## config.mk

```make
export PLATFORM = sky130hd
export DESIGN_NAME = selective_repeat_receiver
export DESIGN_NICKNAME = d
export VERILOG_FILES = /design/src/rtl/core/srr_pkg.sv /design/src/rtl/core/srr_ctrl.sv /design/src/rtl/core/srr_datapath.sv /design/src/rtl/core/selective_repeat_receiver.sv
export SDC_FILE = /design/constraint.sdc
export NUM_CORES = 1
export LEC_CHECK = 0
export ABC_AREA = 0
export ABC_CLOCK_PERIOD_IN_PS = 21100
export BUFFER_PORTS_ARGS = -buffer_cell sky130_fd_sc_hd__buf_2
export CELL_PAD_IN_SITES_DETAIL_PLACEMENT = 1
export CELL_PAD_IN_SITES_GLOBAL_PLACEMENT = 1
export CORE_MARGIN = 4
export CORE_UTILIZATION = 55
export CTS_CLUSTER_SIZE = 30
export DETAILED_ROUTE_END_ITERATION = 7
export GPL_TIMING_DRIVEN = 0
export PLACE_DENSITY_LB_ADDON = 0.1
export SYNTH_ARGS = -nofsm -noshare
export SYNTH_HDL_FRONTEND = slang
export SYNTH_HIERARCHICAL = 1
export SYNTH_SLANG_ARGS = --single-unit
```

## constraint.sdc

```tcl
create_clock -name i_clk -period 21.1 [get_ports i_clk]
set_clock_uncertainty 0.1 [all_clocks]
set_input_delay 2.11 -clock i_clk [delete_from_list [all_inputs] [get_ports i_clk]]
set_output_delay 2.11 -clock i_clk [all_outputs]
set_load 0.01 [all_outputs]
```

## src/rtl/core/srr_pkg.sv

```systemverilog
`default_nettype none
// ----------------------------------------------------------------------------
// srr_pkg
// Shared types and constants of the selective-repeat receiver: header and
// result transfer structs, result kinds, controller states and the command
// and status bundles between controller and datapath.
// ----------------------------------------------------------------------------
package srr_pkg;

    localparam int WINDOW     = 16;
    localparam int SLOT_W     = $clog2(WINDOW);
    localparam int NUM_DWORDS = 5;
    localparam int DWORD_W    = $clog2(NUM_DWORDS);

    localparam logic [DWORD_W-1:0] LAST_DWORD = DWORD_W'(NUM_DWORDS - 1);
    localparam logic [8:0]         HDR_BYTES  = 9'd20;
    localparam logic [15:0]        CSUM_GOOD  = 16'hFFFF;
    localparam int                 FIN_BIT    = 8;
    localparam int                 SYN_BIT    = 9;

    typedef enum logic [1:0] {
        KIND_SYNACK  = 2'd0,
        KIND_ACK     = 2'd1,
        KIND_DELIVER = 2'd2
    } t_kind;

    typedef enum logic [1:0] {
        ST_IDLE,
        ST_SUM,
        ST_CHECK,
        ST_DELIVER
    } t_state;

    typedef struct packed {
        logic [31:0] hdr_ports;
        logic [31:0] hdr_seq;
        logic [31:0] hdr_ack;
        logic [31:0] hdr_ctrl;
        logic [31:0] hdr_length;
    } t_hdr;

    typedef struct packed {
        t_kind       kind;
        logic [15:0] seq_value;
        logic        fin_flag;
        logic [8:0]  data_offset;
        logic [15:0] data_length;
        logic        last;
    } t_res;

    typedef struct packed {
        logic load;
        logic sum;
        logic decide;
        logic deliver;
    } t_cmd;

    typedef struct packed {
        logic sum_done;
        logic release_now;
        logic next_ready;
    } t_stat;

endpackage : srr_pkg
`default_nettype wire

```

## src/rtl/core/srr_ctrl.sv

```systemverilog
`default_nettype none
// ----------------------------------------------------------------------------
// srr_ctrl
// Controller of the receiver: sequences checksum, decision and in-order
// release steps and issues at most one command per cycle to the datapath.
// ----------------------------------------------------------------------------
module srr_ctrl (
    input  wire logic           i_clk,
    input  wire logic           i_rst_n,
    input  wire logic           start,
    output logic                busy,
    input  wire srr_pkg::t_stat i_stat,
    output srr_pkg::t_cmd       o_cmd
);
    import srr_pkg::*;

    t_state r_state;
    t_state n_state;

    always_ff @(posedge i_clk) begin
        if (!i_rst_n) begin
            r_state <= ST_IDLE;
        end else begin
            r_state <= n_state;
        end
    end

    always_comb begin
        n_state = r_state;
        unique case (r_state)
            ST_IDLE: begin
                if (start) begin
                    n_state = ST_SUM;
                end
            end
            ST_SUM: begin
                if (i_stat.sum_done) begin
                    n_state = ST_CHECK;
                end
            end
            ST_CHECK: begin
                n_state = i_stat.release_now ? ST_DELIVER : ST_IDLE;
            end
            ST_DELIVER: begin
                n_state = i_stat.next_ready ? ST_DELIVER : ST_IDLE;
            end
            default: begin
                n_state = ST_IDLE;
            end
        endcase
    end

    always_comb begin
        o_cmd = '0;
        busy  = 1'b1;
        unique case (r_state)
            ST_IDLE: begin
                busy       = 1'b0;
                o_cmd.load = start;
            end
            ST_SUM: begin
                o_cmd.sum = 1'b1;
            end
            ST_CHECK: begin
                o_cmd.decide = 1'b1;
            end
            ST_DELIVER: begin
                o_cmd.deliver = 1'b1;
            end
            default: begin
                busy = 1'b1;
            end
        endcase
    end

endmodule : srr_ctrl
`default_nettype wire

```

## src/rtl/core/srr_datapath.sv

```systemverilog
`default_nettype none
// ----------------------------------------------------------------------------
// srr_datapath
// Datapath of the receiver: header register, one's-complement checksum
// accumulator, window base and slot records, and the result register.
// ----------------------------------------------------------------------------
module srr_datapath (
    input  wire logic          i_clk,
    input  wire logic          i_rst_n,
    input  wire srr_pkg::t_hdr i_hdr,
    input  wire srr_pkg::t_cmd i_cmd,
    output srr_pkg::t_stat     o_stat,
    output logic               o_valid,
    output srr_pkg::t_res      o_res
);
    import srr_pkg::*;

    t_hdr               r_hdr;
    logic [15:0]        r_acc;
    logic [DWORD_W-1:0] r_idx;
    logic [15:0]        r_base;
    logic [SLOT_W-1:0]  r_base_slot;
    logic [WINDOW-1:0]  r_received;
    logic               r_fin  [WINDOW];
    logic [15:0]        r_len  [WINDOW];
    logic [7:0]         r_name [WINDOW];
    logic               r_valid;
    t_res               r_res;

    logic [31:0]       dword;
    logic [16:0]       add_lo;
    logic [15:0]       fold_lo;
    logic [16:0]       add_hi;
    logic [15:0]       n_acc;
    logic [15:0]       seq;
    logic [15:0]       seq_gap;
    logic              hdr_ok;
    logic              is_syn;
    logic              is_fin;
    logic              in_window;
    logic              behind;
    logic [SLOT_W:0]   slot_sum;
    logic [SLOT_W-1:0] slot;
    logic              base_ready;
    logic [SLOT_W-1:0] next_slot;
    logic              next_ready;
    logic [8:0]        dlv_offset;
    logic              n_valid;
    t_res              n_res;

    // checksum: two halfwords per cycle, end-around carry after each add
    always_comb begin
        case (r_idx)
            DWORD_W'(0): dword = r_hdr.hdr_ports;
            DWORD_W'(1): dword = r_hdr.hdr_seq;
            DWORD_W'(2): dword = r_hdr.hdr_ack;
            DWORD_W'(3): dword = r_hdr.hdr_ctrl;
            DWORD_W'(4): dword = r_hdr.hdr_length;
            default:     dword = '0;
        endcase
        add_lo  = {1'b0, r_acc} + {1'b0, dword[15:0]};
        fold_lo = add_lo[16] ? (add_lo[15:0] + 16'd1) : add_lo[15:0];
        add_hi  = {1'b0, fold_lo} + {1'b0, dword[31:16]};
        n_acc   = add_hi[16] ? (add_hi[15:0] + 16'd1) : add_hi[15:0];
    end

    // window decision and slot of the arriving sequence (seq mod WINDOW)
    always_comb begin
        seq       = r_hdr.hdr_seq[15:0];
        is_fin    = r_hdr.hdr_ctrl[FIN_BIT];
        is_syn    = r_hdr.hdr_ctrl[SYN_BIT];
        hdr_ok    = (r_acc == CSUM_GOOD);
        seq_gap   = seq - r_base;
        in_window = (seq_gap < 16'(WINDOW));
        behind    = seq_gap[15];
        slot_sum  = {1'b0, r_base_slot} + {1'b0, seq_gap[SLOT_W-1:0]};
        if (seq < r_base) begin
            slot = seq[SLOT_W-1:0];
        end else if (slot_sum >= (SLOT_W + 1)'(WINDOW)) begin
            slot = SLOT_W'(slot_sum - (SLOT_W + 1)'(WINDOW));
        end else begin
            slot = slot_sum[SLOT_W-1:0];
        end
        base_ready = r_received[r_base_slot] || (slot == r_base_slot);
        if (r_base == 16'hFFFF || r_base_slot == SLOT_W'(WINDOW - 1)) begin
            next_slot = '0;
        end else begin
            next_slot = r_base_slot + SLOT_W'(1);
        end
        next_ready = r_received[next_slot] && (next_slot != r_base_slot);
        dlv_offset = HDR_BYTES + ((r_base == 16'd0) ? {1'b0, r_name[r_base_slot]} : 9'd0);
    end

    always_comb begin
        o_stat.sum_done    = (r_idx == LAST_DWORD);
        o_stat.release_now = hdr_ok && !is_syn && in_window && base_ready;
        o_stat.next_ready  = next_ready;
    end

    always_comb begin
        n_valid           = 1'b0;
        n_res.kind        = KIND_ACK;
        n_res.seq_value   = seq;
        n_res.fin_flag    = is_fin;
        n_res.data_offset = HDR_BYTES;
        n_res.data_length = 16'd0;
        n_res.last        = 1'b1;
        if (i_cmd.decide && hdr_ok) begin
            if (is_syn) begin
                n_valid         = 1'b1;
                n_res.kind      = KIND_SYNACK;
                n_res.seq_value = 16'd0;
                n_res.fin_flag  = 1'b0;
            end else if (in_window) begin
                n_valid    = 1'b1;
                n_res.last = !base_ready;
            end else if (behind) begin
                n_valid = 1'b1;
            end
        end else if (i_cmd.deliver) begin
            n_valid           = 1'b1;
            n_res.kind        = KIND_DELIVER;
            n_res.seq_value   = r_base;
            n_res.fin_flag    = r_fin[r_base_slot];
            n_res.data_offset = dlv_offset;
            n_res.data_length = r_len[r_base_slot];
            n_res.last        = !next_ready;
        end
    end

    always_ff @(posedge i_clk) begin
        if (i_cmd.load) begin
            r_hdr <= i_hdr;
            r_acc <= '0;
        end else if (i_cmd.sum) begin
            r_acc <= n_acc;
        end
        r_res <= n_res;
    end

    always_ff @(posedge i_clk) begin
        if (!i_rst_n) begin
            r_idx <= '0;
        end else if (i_cmd.load) begin
            r_idx <= '0;
        end else if (i_cmd.sum) begin
            r_idx <= r_idx + DWORD_W'(1);
        end
    end

    always_ff @(posedge i_clk) begin
        if (!i_rst_n) begin
            r_base      <= '0;
            r_base_slot <= '0;
            r_received  <= '0;
            r_valid     <= 1'b0;
        end else begin
            r_valid <= n_valid;
            if (i_cmd.decide && hdr_ok && is_syn) begin
                r_base      <= '0;
                r_base_slot <= '0;
                r_received  <= '0;
            end else if (i_cmd.decide && hdr_ok && in_window) begin
                r_received[slot] <= 1'b1;
            end else if (i_cmd.deliver) begin
                r_received[r_base_slot] <= 1'b0;
                r_base      <= r_base + 16'd1;
                r_base_slot <= next_slot;
            end
        end
    end

    // record slot only on first arrival; duplicates keep the old record
    always_ff @(posedge i_clk) begin
        if (i_cmd.decide && hdr_ok && !is_syn && in_window && !r_received[slot]) begin
            r_fin[slot]  <= is_fin;
            r_len[slot]  <= r_hdr.hdr_length[15:0];
            r_name[slot] <= r_hdr.hdr_ctrl[7:0];
        end
    end

    assign o_valid = r_valid;
    assign o_res   = r_res;

`ifndef NO_ASSERTIONS
    a_synack_resets_base: assert property (@(posedge i_clk) disable iff (!i_rst_n)
        (r_valid && r_res.kind == KIND_SYNACK) |-> (r_base == 16'd0 && r_res.last))
        else $error("SYN-ACK transfer without cleared window base");

    a_deliver_advances_base: assert property (@(posedge i_clk) disable iff (!i_rst_n)
        (r_valid && r_res.kind == KIND_DELIVER) |-> (r_res.seq_value == r_base - 16'd1))
        else $error("delivered sequence does not trail window base");

    a_deliver_from_marked_slot: assert property (@(posedge i_clk) disable iff (!i_rst_n)
        i_cmd.deliver |-> r_received[r_base_slot])
        else $error("release of an unmarked slot");

    a_burst_continues: assert property (@(posedge i_clk) disable iff (!i_rst_n)
        (r_valid && !r_res.last) |=> r_valid)
        else $error("result burst ended without last");
`endif

endmodule : srr_datapath
`default_nettype wire

```

## src/rtl/core/selective_repeat_receiver.sv

```systemverilog
`default_nettype none
// Sequence: one checksum step per header dword (five dwords), then a decision
//   step; the first result is registered from the decision step.
// Flow: busy stays high through the checksum and decision steps and through a
//   delivery step for each in-order release; a new header is taken only while
//   busy is low. Results are single-cycle strobes, never stalled.
// Reset: synchronous, active low; clears window base and all slot marks.
// ----------------------------------------------------------------------------
// selective_repeat_receiver
// Header path of a selective-repeat ARQ receiver: checksum verify, window
// tracking, ACK and SYN-ACK replies, and in-order release of slots.
// ----------------------------------------------------------------------------
module selective_repeat_receiver (
    input  wire logic          i_clk,
    input  wire logic          i_rst_n,
    input  wire logic          start,
    output logic               busy,
    input  wire srr_pkg::t_hdr i_hdr,
    output logic               o_valid,
    output srr_pkg::t_res      o_res
);
    import srr_pkg::*;

    t_cmd  cmd;
    t_stat stat;

    srr_ctrl u_ctrl (
        .i_clk   (i_clk),
        .i_rst_n (i_rst_n),
        .start   (start),
        .busy    (busy),
        .i_stat  (stat),
        .o_cmd   (cmd)
    );

    srr_datapath u_datapath (
        .i_clk   (i_clk),
        .i_rst_n (i_rst_n),
        .i_hdr   (i_hdr),
        .i_cmd   (cmd),
        .o_stat  (stat),
        .o_valid (o_valid),
        .o_res   (o_res)
    );

endmodule : selective_repeat_receiver
`default_nettype wire

```

After elaboration in Yosys (flattened, before gate mapping)
Memory sizes are Yosys's and may differ from the RTL's. A register that Yosys moved wholly into a read port is not among the register bits.
Index checks and enable logic that the tools add are counted.
{"block": "word_totals", "ff_bits": 263, "ramBits": 400, "input_bits": 163, "out_inout_bits": 47, "elab_cells": 135, "n_memories": 3}
{"memory": "u_datapath.r_len", "words": 16, "width": 16, "read_ports": 1, "rd_ports_with_merged_regs": 1, "wr": 1, "line": "srr_datapath.sv:25", "source": "logic [15:0] r_len [WINDOW];"}
{"memory": "u_datapath.r_name", "words": 16, "width": 8, "read_ports": 1, "rd_ports_with_merged_regs": 1, "wr": 1, "line": "srr_datapath.sv:26", "source": "logic [7:0] r_name [WINDOW];"}
{"memory": "u_datapath.r_fin", "words": 16, "width": 1, "read_ports": 1, "rd_ports_with_merged_regs": 1, "wr": 1, "line": "srr_datapath.sv:24", "source": "logic r_fin [WINDOW];"}
{"block": "op_classes", "addsub": 11, "magnitude_cmp": 8, "n_eq_ne": 14, "muxes": 48, "n_bitwise": 6, "reduce_logical": 27}
{"operator": "$pmux 32 s5", "n": 1}
{"operator": "$mux 16", "n": 4}
{"operator": "$add 16x1->16 const B", "n": 3}
{"operator": "$mux 45", "n": 1}
{"operator": "$mux 4", "n": 9}
{"operator": "$add 16x16->17", "n": 2}
{"operator": "$eq 16x16->1 const B", "n": 2}
{"operator": "$mux 1", "n": 20}
{"operator": "$mux 19", "n": 1}
{"operator": "$mux 18", "n": 1}
{"operator": "$and 16x16->16", "n": 1}
{"operator": "$logic_not 16->1", "n": 1}
{"operator": "$lt 16x16->1", "n": 1}
{"operator": "$lt 16x5->1 const B", "n": 1}
{"operator": "$not 16->16", "n": 1}
{"operator": "$or 16x16->16", "n": 1}
{"operator": "$sub 16x16->16", "n": 1}
{"operator": "$lt 4x5->1 const B", "n": 3}
{"operator": "$bmux 1 s4", "n": 3}
{"operator": "$logic_and 1x1->1", "n": 12}
{"operator": "$add 5x9->9 const A", "n": 1}
{"operator": "$demux 1 s4", "n": 2}
{"operator": "$ge 4x1->1 const B", "n": 2}
{"operator": "$mux 2", "n": 4}
{"operator": "24 further kinds", "n": 36}

Logic depth before layout (Yosys ltp)
{"block": "logic_depth", "ltp_word": 11, "ltp_mapped": 28, "depth_no_buf": 25}

Hierarchy
Netlist, hierarchy kept.
{"mod": "srr_datapath", "n_inst": 1, "cells_each": 1898, "area_per_inst_um2": 28787.6, "seq_area_each_um2": 18918.1}
{"mod": "srr_ctrl", "n_inst": 1, "cells_each": 19, "area_per_inst_um2": 172.7, "seq_area_each_um2": 40.0}

Worst setup path after synthesis
No wires, ideal clock.
{"block": "synth_timing", "kind": "input -> register", "from": "input start", "to": "register u_datapath.r_acc[10]", "setup_ns": 0.138, "t_arrival_ns": 9.527, "t_required_ns": 20.862, "path_slack_ns": 11.335, "cell_stages": 5, "path_buffers": 2, "cell_sequence": "inv_1 > nor2_1 > clkbuf_1 > clkbuf_1 > a211oi_1"}
{"element": "start, declared", "line": "selective_repeat_receiver.sv:16", "source": "input wire logic start,"}
{"element": "end signal, assigned", "line": "srr_datapath.sv:136", "source": "r_acc <= n_acc;"}
{"element": "end, declared", "line": "srr_datapath.sv:19", "source": "logic [15:0] r_acc;"}

Worst setup path in the final report
{"block": "layout_timing", "from": "register u_datapath.r_idx[0]", "to": "register u_datapath.r_acc[12]"}
{"block": "layout_via", "elab_chain_len": 8, "word_cells_on_any_way": 12, "classes_between": "add/sub: 4; eq/ne: 4; mux: 3; reduce/logical: 1"}
{"element": "start, declared", "line": "srr_datapath.sv:20", "source": "logic [DWORD_W-1:0] r_idx;"}
{"element": "start signal, assigned", "line": "srr_datapath.sv:147", "source": "r_idx <= r_idx + DWORD_W'(1);"}
{"element": "$eq 3x3->1, or another cell as far along", "line": "srr_datapath.sv:53", "source": "case (r_idx)"}
{"element": "$pmux 32 s5 (*)", "line": "srr_datapath.sv:53"}
{"element": "$add 16x16->17", "line": "srr_datapath.sv:61", "source": "add_lo = {1'b0, r_acc} + {1'b0, dword[15:0]};"}
{"element": "$add 16x1->16", "line": "srr_datapath.sv:62", "source": "fold_lo = add_lo[16] ? (add_lo[15:0] + 16'd1) : add_lo[15:0];"}
{"element": "$mux 16", "line": "srr_datapath.sv:62"}
{"element": "$add 16x16->17 (*)", "line": "srr_datapath.sv:63", "source": "add_hi = {1'b0, fold_lo} + {1'b0, dword[31:16]};"}
{"element": "$add 16x1->16", "line": "srr_datapath.sv:64", "source": "n_acc = add_hi[16] ? (add_hi[15:0] + 16'd1) : add_hi[15:0];"}
{"element": "$mux 16 (*)", "line": "srr_datapath.sv:64"}
Mark *: on every way between the ends. The rest lies on a longest branch, timed or not.
A chain may end at the register's enable or synchronous reset.

==> metrics.cfg <==
[global_routing]
grt_max_degree = 40
grt_overflow = 0
grt_pass1_wl_mm = 133.4
grt_use_total_pct = 31.82
grt_pass1_vias = 20520
grt_antenna_before_repair = 9

[cts]
root_buffer = clkbuf_16
path_clk_slew_ns = 0.06
htree_levels = 3
post_cts_buffers = 0
cts_tree = yes
post_cts_resized = 0
clock_latency_ns = 0.62
cts_sinks = 667
cts_buffer_depth = 3
holdBufCountCts = 0
cts_buffers = 70

[detailed_routing]
num_vias = 19290
drt_iter0_markers = 2084
firstDrtPassIters = 5
remaining_drc_errors = 0
wirelength_mm = 90.02
postRouteAntennaNets = 0
wl_per_cell_um = 30.36
vias_per_cell = 6.506

[power_and_ir_drop]
finalPower_mw = 3.808
power.share.clock_pct = 31.8
p_leak_nw = 11.38
pwr-share-comb_pct = 27.4
seqPwrFrac_pct = 40.8
swShare_pct = 32.77
pwr_density_cell_nw_per_um2 = 113.0
internal-power_mw = 2.560
p_sw_mw = 1.248
vdd_drop_max_mv = 0.08983

[place]
portBuffers = 209
pre_cts_slack_ns = 12.67
place_area_um2 = 31450
place_congestion = 0.9224
dp.cells = 2830
hpwl_mm = 62.12

[floorplanning]
initial_core_util_pct = 56.00
die-area_um2 = 56390
rows = 83
die_h_um = 237.5
core_um2 = 51720
boundaryPins = 210
die_w_um = 237.5

[cells_and_area]
layout.nets = 2454
drive_gt1_share_pct = 23.43
area_growth_pct = 16.38
final_cell_mix = 560 x edfxtp_1, 225 x buf_2, 128 x nand2_1, 115 x mux4_2, 107 x dfxtp_1
finalInstanceArea_um2 = 33700
fin_util_pct = 65.17
fillCellCount = 4825
layout_commonest_cell = edfxtp_1
stdcell_count = 2965

[sta]
slew-limit-headroom_pct = 22.99
min_period_over_period_pct = 40.76
slew_viol_final = 0
rsz0062_at_grt = no
worstMarginPinSlew_ns = 1.149
hold_violations = 0
fmax_mhz = 116.3
setup_viol = 0
hold_ws_ns = 0.4087
fin_ws_ns = 12.50
fin_setup_tns_ns = 0
finalCriticalPeriod_ns = 8.601

[critical_path]
criticalPathCategory = register to register
start_kind = register
cp.arrival_ns = 8.98
crit_fanout = 10
slowest_delay_ns = 0.56
regToRegStartpoint = u_datapath/r_idx[0]
rr_endpoint = u_datapath/r_acc[12]
crit_required_ns = 21.47
reg2reg_slack_ns = 12.50
critPathCaptureType = register
cp_slowest_cell = or4b_1
reg2reg_depth = 28

[synthesis]
yosys_most_used_dff = edfxtp_1
yosys.area.top_type_share_pct = 58.07
synth_nets = 2149
async_flop_share_pct = 0
yosys.area.top_type = edfxtp_1
synth_cell_type_count = 90
synth_cells = 1917
ys_seq_area_share_pct = 65.46
ys_warn_count = 6
syn_area_per_cell_um2 = 15.11
synth_edf_count = 560
synth.ff_latch_count = 667
syn_area_um2 = 28960
synth_area_leaders = edfxtp_1 58%, mux4_2 8.9%, dfxtp_1 7.4%, ha_1 2.8%, nand2_1 1.7%

[min_path]
hold_path_end = u_datapath/r_base[9]
whs_path_depth = 2
hp-start = u_datapath/r_base[9]
holdCritPathClass = register to register

[run]
maxCapViolations = 0

[status]
status = finished clean

-- area by class of cell --
cell class | count | area, µm² | share of cell area (%)
antenna | 6 | 15.01 | 0.04455
inverter | 42 | 157.7 | 0.4678
timing repair buffer | 233 | 1525 | 4.525
multi-input combinational | 1120 | 9574 | 28.41
tap | 680 | 850.8 | 2.524
buffer | 88 | 387.9 | 1.151
clock buffer | 99 | 1962 | 5.821
sequential | 667 | 18960 | 56.25
clock inverter | 30 | 272.8 | 0.8093
-- logic make-up after synthesis --
logic type,synth area share (%)
multiplexers,10.44
XOR/XNOR,2.147
adder cells (fa/ha/maj),3.085
buffers and inverters,1.884
AND/OR/NAND/NOR,7.893
flip-flops,65.46
AO/OA/AOI/OAI,9.090
-- synth_stat cells (all sizes together), types with 13 or more instances --
library cell / count
a211oi: 61
a21oi: 63
a22oi: 61
buf: 28
clkbuf: 60
dfxtp: 107
edfxtp: 560
ha: 65
inv: 41
mux2i: 35
mux4: 115
nand2: 128
nand2b: 13
nand3: 50
nand4: 18
nor2: 92
nor2b: 35
nor3: 25
nor4: 18
o21a: 15
o21ai: 76
o311ai: 14
xnor2: 45
xor2: 26
-- per-layer routing --
layer	global-route usage [%]	share of wire [%]
met5	0	0.030
met2	55.44	51
met4	10.93	3.3
met3	5.314	7.0
met1	40.93	38
-- how the worst max path moves through the flow --
| stage | from | to | slack, ns | cells after the start |
|---|---|---|---|---|
| 2_1_floorplan | start | u_datapath/r_acc[10] | 11.34 | 5 |
| 3_3_place_gp | start | u_datapath/r_acc[13] | 8.55 | 6 |
| 3_5_place_dp | u_datapath/r_idx[0] | u_datapath/r_acc[12] | 12.67 | 28 |
| 4_1_cts | u_datapath/r_idx[0] | u_datapath/r_acc[12] | 12.61 | 28 |
| 5_1_grt | u_datapath/r_idx[0] | u_datapath/r_acc[12] | 12.09 | 28 |
| 6_report | u_datapath/r_idx[0] | u_datapath/r_acc[12] | 12.50 | 28 |
-- sequential cells by signal, summed over array words and instances (netlist names), named ones only --
register,flops
u_datapath/o_res,45
u_ctrl/r_state,2
u_datapath/r_fin,16
u_datapath/r_received,16
u_datapath/r_idx,3
u_datapath/r_acc,16
u_datapath/is_fin,1
u_datapath/r_base,16
u_datapath/is_syn,1
u_datapath/r_hdr,158
u_datapath/r_name,128
u_datapath/r_base_slot,4
u_datapath/r_len,256
u_datapath/o_valid,1
-- power by group through the flow --
stage	Combinational, mW	Sequential, mW	Clock [mW]
2_1_floorplan	0.731	1.56	0
3_3_place_gp	0.967	1.59	0
3_5_place_dp	1.02	1.58	0
4_1_cts	1.03	1.55	1.22
5_1_grt	1.13	1.56	1.28
6_report	1.04	1.55	1.21
-- critical path: cells and delay by family, from the launching register on --
family / cells / cell delay [ns]
compound gates: 8 / 2.63
simple gates: 9 / 2.34
fa+ha+maj: 4 / 1.25
buf+inv: 4 / 0.94
xor+xnor: 3 / 0.79
flops: 1 / 0.41
(Power assumes the default switching activity.)
